===== config.mk =====
export PLATFORM = sky130hd
export DESIGN_NAME = dht11_single_wire_reader_unit
export DESIGN_NICKNAME = d
export VERILOG_FILES = /design/src/dht_pkg.sv /design/src/dht_csr.sv /design/src/dht_core.sv /design/src/dht11_single_wire_reader_unit.sv
export SDC_FILE = /design/constraint.sdc
export NUM_CORES = 1
export LEC_CHECK = 0
export BUFFER_PORTS_ARGS = -buffer_cell sky130_fd_sc_hd__buf_2
export CORE_UTILIZATION = 45
export DETAILED_ROUTE_END_ITERATION = 10
export GPL_TIMING_DRIVEN = 0
export MAX_ROUTING_LAYER = met4
export SETUP_SLACK_MARGIN = 0.3
export SLEW_MARGIN = 30
export SYNTH_ARGS = -nofsm -noshare
export SYNTH_HDL_FRONTEND = slang
export SYNTH_HIERARCHICAL = 1
export SYNTH_SLANG_ARGS = --single-unit

===== constraint.sdc =====
create_clock -name clock -period 6.81 [get_ports clock]
set_input_delay 1.362 -clock clock [delete_from_list [all_inputs] [get_ports clock]]
set_output_delay 1.362 -clock clock [all_outputs]
set_load 0.02 [all_outputs]

===== src/dht_pkg.sv =====
package dht_pkg;

   localparam int NUM_LINES = 4;
   localparam int LINE_W    = 2;
   localparam int BIT_TOTAL = 40;
   localparam int IDX_W     = 6;
   localparam int CNT_W     = 16;

   localparam logic [15:0] START_LOW_RESET    = 16'd20000;
   localparam logic [7:0]  RELEASE_HIGH_RESET = 8'd10;
   localparam logic [7:0]  RESPONSE_RESET     = 8'd100;
   localparam logic [7:0]  BIT_TIMEOUT_RESET  = 8'd101;
   localparam logic [7:0]  ONE_THRESH_RESET   = 8'd51;

   // register indexes on the csr port
   localparam logic [2:0] REG_START_LOW    = 3'd0;
   localparam logic [2:0] REG_RELEASE_HIGH = 3'd1;
   localparam logic [2:0] REG_RESPONSE     = 3'd2;
   localparam logic [2:0] REG_BIT_TIMEOUT  = 3'd3;
   localparam logic [2:0] REG_ONE_THRESH   = 3'd4;

   // line drive codes
   localparam logic [1:0] DRV_RELEASE = 2'd0;
   localparam logic [1:0] DRV_LOW     = 2'd1;
   localparam logic [1:0] DRV_HIGH    = 2'd2;

   // status codes
   localparam logic [1:0] ST_OK           = 2'd0;
   localparam logic [1:0] ST_RESP_TIMEOUT = 2'd1;
   localparam logic [1:0] ST_BIT_TIMEOUT  = 2'd2;
   localparam logic [1:0] ST_CHECKSUM     = 2'd3;

   typedef enum logic [6:0] {
      PH_IDLE       = 7'b0000001,
      PH_START_LOW  = 7'b0000010,
      PH_START_HIGH = 7'b0000100,
      PH_RESP_LOW   = 7'b0001000,
      PH_RESP_HIGH  = 7'b0010000,
      PH_BIT_LOW    = 7'b0100000,
      PH_BIT_HIGH   = 7'b1000000
   } phase_type;

   typedef struct packed {
      logic [15:0] start_low_ticks;
      logic [7:0]  release_high_ticks;
      logic [7:0]  response_limit;
      logic [7:0]  bit_timeout;
      logic [7:0]  one_threshold;
   } cfg_type;

   typedef struct packed {
      logic        start_request;
      logic [1:0]  line_select;
      logic [3:0]  line_levels;
   } item_type;

   typedef struct packed {
      logic [1:0]  line_drive;
      logic [1:0]  active_line;
      logic        busy_res;
      logic        done_res;
      logic [1:0]  status;
      logic [7:0]  humidity;
      logic [7:0]  temperature;
   } result_type;

endpackage


===== src/dht_csr.sv =====
module dht_csr (
   input  logic               clock,
   input  logic               reset,
   input  logic               wr_en,
   input  logic [2:0]         wr_index,
   input  logic [15:0]        wr_data,
   output dht_pkg::cfg_type   cfg
);
   import dht_pkg::*;

   cfg_type cfg_ff, cfg_in;

   always_comb begin
      cfg_in = cfg_ff;
      if (wr_en) begin
         unique case (wr_index)
            REG_START_LOW:    cfg_in.start_low_ticks    = wr_data;
            REG_RELEASE_HIGH: cfg_in.release_high_ticks = wr_data[7:0];
            REG_RESPONSE:     cfg_in.response_limit     = wr_data[7:0];
            REG_BIT_TIMEOUT:  cfg_in.bit_timeout        = wr_data[7:0];
            REG_ONE_THRESH:   cfg_in.one_threshold      = wr_data[7:0];
            default:          cfg_in = cfg_ff;
         endcase
      end
   end

   always_ff @(posedge clock) begin
      if (reset) begin
         cfg_ff.start_low_ticks    <= START_LOW_RESET;
         cfg_ff.release_high_ticks <= RELEASE_HIGH_RESET;
         cfg_ff.response_limit     <= RESPONSE_RESET;
         cfg_ff.bit_timeout        <= BIT_TIMEOUT_RESET;
         cfg_ff.one_threshold      <= ONE_THRESH_RESET;
      end else begin
         cfg_ff <= cfg_in;
      end
   end

   assign cfg = cfg_ff;

endmodule


===== src/dht_core.sv =====
module dht_core (
   input  logic                 clock,
   input  logic                 reset,
   input  logic                 step_en,
   input  dht_pkg::item_type    item,
   input  dht_pkg::cfg_type     cfg,
   output dht_pkg::result_type  result
);
   import dht_pkg::*;

   phase_type         phase_ff, phase_in;
   logic [CNT_W-1:0]  count_ff, count_in;
   logic [IDX_W-1:0]  bit_index_ff, bit_index_in;
   logic [39:0]       bits_ff, bits_in;
   logic [LINE_W-1:0] line_ff, line_in;
   logic [7:0]        hum_ff, hum_in;
   logic [7:0]        temp_ff, temp_in;

   logic              level;
   logic [CNT_W-1:0]  count_up;
   logic [39:0]       shifted;
   logic [IDX_W-1:0]  idx_next;
   logic [7:0]        byte_sum;
   logic              done;
   logic [1:0]        status;

   // lines beyond the fitted count read low
   assign level = (32'(line_ff) < NUM_LINES) ? item.line_levels[line_ff] : 1'b0;
   assign count_up = (count_ff == {CNT_W{1'b1}}) ? count_ff : count_ff + 1'b1;
   assign shifted  = {bits_ff[38:0], (count_ff >= {8'd0, cfg.one_threshold})};
   assign idx_next = bit_index_ff + 1'b1;
   assign byte_sum = shifted[39:32] + shifted[31:24] + shifted[23:16] + shifted[15:8];

   always_comb begin
      phase_in     = phase_ff;
      count_in     = count_ff;
      bit_index_in = bit_index_ff;
      bits_in      = bits_ff;
      line_in      = line_ff;
      hum_in       = hum_ff;
      temp_in      = temp_ff;
      done         = 1'b0;
      status       = ST_OK;
      unique case (phase_ff)
         PH_IDLE: begin
            if (item.start_request) begin
               line_in  = item.line_select;
               phase_in = PH_START_LOW;
               count_in = CNT_W'(1);
            end
         end
         PH_START_LOW: begin
            if (count_ff >= cfg.start_low_ticks) begin
               phase_in = PH_START_HIGH;
               count_in = CNT_W'(1);
            end else begin
               count_in = count_up;
            end
         end
         PH_START_HIGH: begin
            if (count_ff >= {8'd0, cfg.release_high_ticks}) begin
               phase_in = PH_RESP_LOW;
               count_in = '0;
            end else begin
               count_in = count_up;
            end
         end
         PH_RESP_LOW, PH_RESP_HIGH: begin
            if (level == (phase_ff == PH_RESP_LOW)) begin
               count_in = '0;
               if (phase_ff == PH_RESP_LOW) begin
                  phase_in = PH_RESP_HIGH;
               end else begin
                  phase_in     = PH_BIT_LOW;
                  bit_index_in = '0;
                  bits_in      = '0;
               end
            end else if (count_up >= {8'd0, cfg.response_limit}) begin
               phase_in = PH_IDLE;
               count_in = '0;
               done     = 1'b1;
               status   = ST_RESP_TIMEOUT;
            end else begin
               count_in = count_up;
            end
         end
         PH_BIT_LOW: begin
            if (level) begin
               phase_in = PH_BIT_HIGH;
               count_in = '0;
            end else if (count_up >= {8'd0, cfg.bit_timeout}) begin
               phase_in = PH_IDLE;
               count_in = '0;
               done     = 1'b1;
               status   = ST_BIT_TIMEOUT;
            end else begin
               count_in = count_up;
            end
         end
         PH_BIT_HIGH: begin
            if (!level) begin
               bits_in      = shifted;
               bit_index_in = idx_next;
               count_in     = '0;
               if (32'(idx_next) >= BIT_TOTAL) begin
                  phase_in = PH_IDLE;
                  done     = 1'b1;
                  if (byte_sum == shifted[7:0]) begin
                     hum_in  = shifted[39:32];
                     temp_in = shifted[23:16];
                     status  = ST_OK;
                  end else begin
                     status  = ST_CHECKSUM;
                  end
               end else begin
                  phase_in = PH_BIT_LOW;
               end
            end else if (count_up >= {8'd0, cfg.bit_timeout}) begin
               phase_in = PH_IDLE;
               count_in = '0;
               done     = 1'b1;
               status   = ST_BIT_TIMEOUT;
            end else begin
               count_in = count_up;
            end
         end
         default: begin
            phase_in = PH_IDLE;
            count_in = '0;
         end
      endcase
   end

   always_comb begin
      result.line_drive  = (phase_in == PH_START_LOW)  ? DRV_LOW  :
                           (phase_in == PH_START_HIGH) ? DRV_HIGH : DRV_RELEASE;
      result.active_line = line_in;
      result.busy_res    = (phase_in != PH_IDLE);
      result.done_res    = done;
      result.status      = done ? status : ST_OK;
      result.humidity    = hum_in;
      result.temperature = temp_in;
   end

   always_ff @(posedge clock) begin
      if (reset) begin
         phase_ff     <= PH_IDLE;
         count_ff     <= '0;
         bit_index_ff <= '0;
         bits_ff      <= '0;
         line_ff      <= '0;
         hum_ff       <= '0;
         temp_ff      <= '0;
      end else if (step_en) begin
         phase_ff     <= phase_in;
         count_ff     <= count_in;
         bit_index_ff <= bit_index_in;
         bits_ff      <= bits_in;
         line_ff      <= line_in;
         hum_ff       <= hum_in;
         temp_ff      <= temp_in;
      end
   end

   a_done_goes_idle: assert property (@(posedge clock) disable iff (reset)
      step_en && done |=> phase_ff == PH_IDLE)
      else $error("finished reading did not return to idle");

   a_idle_no_start: assert property (@(posedge clock) disable iff (reset)
      step_en && phase_ff == PH_IDLE && !item.start_request |-> !result.busy_res)
      else $error("busy without a start request");

   a_drive_busy: assert property (@(posedge clock) disable iff (reset)
      step_en && result.line_drive != DRV_RELEASE |-> result.busy_res)
      else $error("line driven while not busy");

   a_index_range: assert property (@(posedge clock) disable iff (reset)
      32'(bit_index_ff) <= BIT_TOTAL)
      else $error("bit index past frame length");

endmodule


===== src/dht11_single_wire_reader_unit.sv =====
// single-wire humidity/temperature sensor reader, one beat per microsecond tick
//
// req channel: one beat per tick, carrying the start request, the line select
//   and the sampled levels of the four sensor lines
// rsp channel: exactly one beat per req beat, in order, giving the line drive,
//   the active line, busy/done flags, status and the last good humidity and
//   temperature bytes, all as they stand after that tick
// csr channel: register writes (index 0..4), always ready, meant for idle only;
//   writes to unused indexes are dropped
//
// path: a req beat is registered in the input register, stepped through the
//   sequencer once the rsp register is free or being emptied, and lands in the
//   rsp register, where its rsp beat is then visible
// throughput: one beat per cycle while rsp is not held, one sequencer step per beat
// reset: sequencer idle, counters and stored readings cleared, registers back to
//   their defaults, both channel registers empty
// stall: while rsp is held the input register keeps one pending beat, then
//   req_tready drops; no beat is lost or repeated
module dht11_single_wire_reader_unit (
   input  logic        clock,
   input  logic        reset,
   // req_tdata: start_request[0], line_select[2:1], line_levels[6:3], zero[7]
   input  logic        req_tvalid,
   output logic        req_tready,
   input  logic [7:0]  req_tdata,
   // rsp_tdata: line_drive[1:0], active_line[3:2], busy_res[4], done_res[5],
   //            status[7:6], humidity[15:8], temperature[23:16]
   output logic        rsp_tvalid,
   input  logic        rsp_tready,
   output logic [23:0] rsp_tdata,
   input  logic        csr_valid,
   output logic        csr_ready,
   input  logic [2:0]  csr_index,
   input  logic [15:0] csr_data
);
   import dht_pkg::*;

   // input stage
   logic       in_valid_ff, in_valid_in;
   item_type   in_item_ff;

   // output stage
   logic       rsp_valid_ff, rsp_valid_in;
   result_type rsp_data_ff;

   logic       advance;
   cfg_type    cfg;
   result_type step_result;
   item_type   req_item;

   assign req_item.start_request = req_tdata[0];
   assign req_item.line_select   = req_tdata[2:1];
   assign req_item.line_levels   = req_tdata[6:3];

   // step the held tick whenever the result register is free or being emptied
   assign advance    = in_valid_ff && (!rsp_valid_ff || rsp_tready);
   assign req_tready = !in_valid_ff || advance;
   assign csr_ready  = 1'b1;

   assign in_valid_in  = (req_tvalid && req_tready) || (in_valid_ff && !advance);
   assign rsp_valid_in = advance || (rsp_valid_ff && !rsp_tready);

   dht_csr u_csr (
      .clock    (clock),
      .reset    (reset),
      .wr_en    (csr_valid && csr_ready),
      .wr_index (csr_index),
      .wr_data  (csr_data),
      .cfg      (cfg)
   );

   dht_core u_core (
      .clock   (clock),
      .reset   (reset),
      .step_en (advance),
      .item    (in_item_ff),
      .cfg     (cfg),
      .result  (step_result)
   );

   always_ff @(posedge clock) begin
      if (reset) begin
         in_valid_ff  <= 1'b0;
         rsp_valid_ff <= 1'b0;
      end else begin
         in_valid_ff  <= in_valid_in;
         rsp_valid_ff <= rsp_valid_in;
      end
   end

   // payload registers, no reset needed
   always_ff @(posedge clock) begin
      if (req_tvalid && req_tready) begin
         in_item_ff <= req_item;
      end
      if (advance) begin
         rsp_data_ff <= step_result;
      end
   end

   assign rsp_tvalid = rsp_valid_ff;
   assign rsp_tdata  = {rsp_data_ff.temperature, rsp_data_ff.humidity,
                        rsp_data_ff.status, rsp_data_ff.done_res,
                        rsp_data_ff.busy_res, rsp_data_ff.active_line,
                        rsp_data_ff.line_drive};

   a_step_needs_item: assert property (@(posedge clock) disable iff (reset)
      advance |=> rsp_valid_ff)
      else $error("stepped tick produced no response beat");

   a_no_overrun: assert property (@(posedge clock) disable iff (reset)
      in_valid_ff && rsp_valid_ff && !rsp_tready |-> !req_tready)
      else $error("input taken while both stages are full");

   a_done_not_busy: assert property (@(posedge clock) disable iff (reset)
      rsp_valid_ff && rsp_data_ff.done_res |-> !rsp_data_ff.busy_res)
      else $error("finished reading still flagged busy");

endmodule

==> out/metrics.csv <==
stage,metric,value,unit
synth,syn_nets,1073,
synth,Post-Syn Area per Cell,9.53,um^2
synth,"Distinct cells, synth",75,
critical_path,CP Class,reg -> reg,
grt,global route total overflow,0,
place,GP Congestion,0.867,
cells_and_area,Area Overhead vs Synth,13.4,%
clock_tree,# H-tree levels,4,
clock_tree,CTS sink cnt,167,
detailed_routing,vias per inst,5.25,
timing,final worst-path setup slack,1.88,ns
timing,"Setup violations, final",0,
timing,WHS,0.455,ns
synth,"top cells by area, synth","dfxtp_1 (29%), edfxtp_1 (10%), ha_1 (7.9%)",
detailed_routing,DRC viols,0,
detailed_routing,Pre-antenna DRT Iters,5,
cells_and_area,fin cells,1327,
critical_path,crit-path max FO,10,
grt,GRT Total Usage,0.216,
detailed_routing,Routed WL per cell,15.8,um
critical_path,Worst EP required,7.18,ns
synth,number of flops mapped to enable cells by yosys,31,
synth,most frequent cell after synthesis,dfxtp_1,
die,Initial Utilization,0.458,
synth,Synth top cells by count,"dfxtp_1 (136), nor2_1 (100), mux2i_1 (72)",
detailed_routing,via count,6967,
grt,vias in the first global route,6823,
clock_tree,TritonCTS clock tree,done,
place,placed cell count,1295,
synth,post-synth top area cell,dfxtp_1,
cells_and_area,utilization after layout,0.519,
die,die area,21100,um^2
grt,largest net degree at the start of global routing,28,
synth,YS warnings,6,
die,die height,145,um
critical_path,Crit. End Element,flop,
detailed_routing,antenna-violating nets left,0,
die,I/O pin count,59,
cells_and_area,ANT cells,0,
clock_tree,root buf cell,clkbuf_16,
timing,minimum clock period,4.93,ns
cells_and_area,nets@finish,1148,
timing,Slew HR,0.369,
grt,initial antenna violation count,0,
synth,cells after synthesis,969,
clock_tree,post-cts resize count,0,
clock_tree,Clock Tree Buf Depth,2,
synth,sequential-to-total area share from yosys stat,0.396,
power_and_ir_drop,peak supply drop,0.000172,V
grt,first-pass GRT wire length,35.0,mm
cells_and_area,layout cells sized above 1,0.136,
synth,share of the synthesized area in the top cell type,0.295,
timing,unrepaired setup endpoints after global routing,false,
worst_hold_path,Worst Hold Class,reg -> reg,
clock_tree,"Reg clk slew, reported paths",0.07,ns
outcome,run status,finished clean,
die,number of placement rows,52,
power_and_ir_drop,Leak,4.52,nW
job,max-cap violation count,0,
timing,setup TNS,0,ns
die,core area,20200,um^2
timing,final worst path period share,0.724,
synth,Post-synth top flop,dfxtp_1,
synth,flop and latch count out of synthesis,167,
clock_tree,Num CTS Buffers,17,
detailed_routing,drt total wl,21.0,mm
synth,Post-Syn Area,9230,um^2
power_and_ir_drop,P per Cell Area,207,nW/um^2
timing,"Slew Viols, Final",0,
timing,Worst-Margin Slew,0.944,ns
place,hpwl dp,15.7,mm
synth,Synth async-reset ratio,0,
clock_tree,postcts setup bufs,0,
critical_path,worst path arrival time,5.30,ns
timing,Final Hold Viols,0,
die,die width,145,um
clock_tree,Post-CTS Hold Buffers,0,
detailed_routing,DR iter-0 viols,368,
critical_path,critical path startpoint category,flop,
place,Placement Setup Slack,1.88,ns
clock_tree,Clock Latency Late Sink,0.44,ns
timing,skew final,0.0145,ns
place,Port-buffer cells,56,
timing,highest clock rate,203,MHz
## power breakdown
part	leakage [nW]	internal [mW]	switching, mW
Clock	0.298	0.528	0.463
Sequential	1.38	1.02	0.00875
Combinational	2.84	0.0507	0.0886
Total	4.52	1.60	0.560
## final timing paths
path / startpoint / to / slack [ns] / depth (start not counted)
worst max register to register: u_core/count_ff[1] / u_core/count_ff[5] / 1.88 / 17
worst max-delay path: u_core/count_ff[1] / u_core/count_ff[5] / 1.88 / 17
worst min register to register: u_core/temp_ff[3] / u_core/temp_ff[3] / 0.46 / 2
worst min-delay path: u_core/temp_ff[3] / u_core/temp_ff[3] / 0.46 / 2
## logic make-up (layout without fill, tap and decap cells)
family,after synthesis,count (layout),synth area share
DFF,167,167,0.396
adders and majority gates,72,72,0.109
and+or+nand+nor,308,308,0.178
AOI/OAI and AO/OA,174,174,0.127
muxes,93,93,0.105
xor gates and xnor gates,30,30,0.0285
buffers and inverters,124,212,0.0565
other,1,1,0.000406
## routing by layer
layer	GRT usage	share of wire
met1	0.282	0.49
met3	0.0318	0.033
met5	-	0
met4	0.0737	0.016
met2	0.341	0.47
## area by class of cell
| type | instances | area, um^2 |
|---|---|---|
| fill | 1913 | 9700 |
| inverter | 72 | 270 |
| multi-input combinational | 678 | 5070 |
| tap | 270 | 338 |
| clock buffer | 17 | 425 |
| clock inverter | 15 | 180 |
| buffer | 52 | 251 |
| sequential | 167 | 3650 |
| timing repair buffer | 56 | 280 |
## flip-flops by register name, summed over array words and instances (netlist names)
| name | flops |
|---|---|
| u_core/hum_ff | 8 |
| u_core/phase_ff | 7 |
| u_core/temp_ff | 8 |
| rsp_tdata | 24 |
| u_core/bits_ff | 39 |
| in_item_ff | 7 |
| in_valid_ff | 1 |
| u_core/count_ff | 16 |
| u_csr/cfg | 48 |
| u_core/line_ff | 2 |
| rsp_tvalid | 1 |
| u_core/bit_index_ff | 6 |
## worst max-delay path, stage by stage (launching register included)
cell and delay [ns]:
dfxtp_1 0.57, ha_1 0.27, nand3_1 0.12, nor3_1 0.41
and3_1 0.30, nand2_1 0.12, xnor2_1 0.52, ha_1 0.34
nand2b_1 0.15, a211oi_1 0.25, nor3_1 0.11, nor4_1 0.56
o211ai_1 0.30, a21oi_2 0.25, buf_4 0.22, buf_6 0.16
nand2_1 0.06, mux2i_1 0.15
## metrics by stage
step	instance area [um^2]	total power, mW
2_1_floorplan	9230	1.15
3_3_place_gp	9850	1.19
3_5_place_dp	9860	1.20
4_1_cts	10500	2.19
5_1_grt	10500	2.25
6_report	10500	2.16
## layout by cell type, fill, tap and decap left out, types with 17 or more instances in the layout
| cell | Yosys | final |
|---|---|---|
| inv_1 | 71 | 71 |
| edfxtp_1 | 31 | 31 |
| nand2_1 | 61 | 61 |
| nor2_1 | 100 | 100 |
| ha_1 | 58 | 58 |
| o21ai_0 | 28 | 28 |
| a21o_1 | 18 | 18 |
| clkbuf_16 | 0 | 17 |
| a22oi_1 | 40 | 40 |
| xnor2_1 | 21 | 21 |
| a21oi_1 | 37 | 37 |
| mux2i_1 | 72 | 72 |
| mux2_2 | 17 | 17 |
| buf_2 | 9 | 65 |
| nand2b_1 | 52 | 52 |
| dfxtp_1 | 136 | 136 |
| clkbuf_1 | 33 | 33 |
No activity file was read; power rests on OpenSTA's default activity.
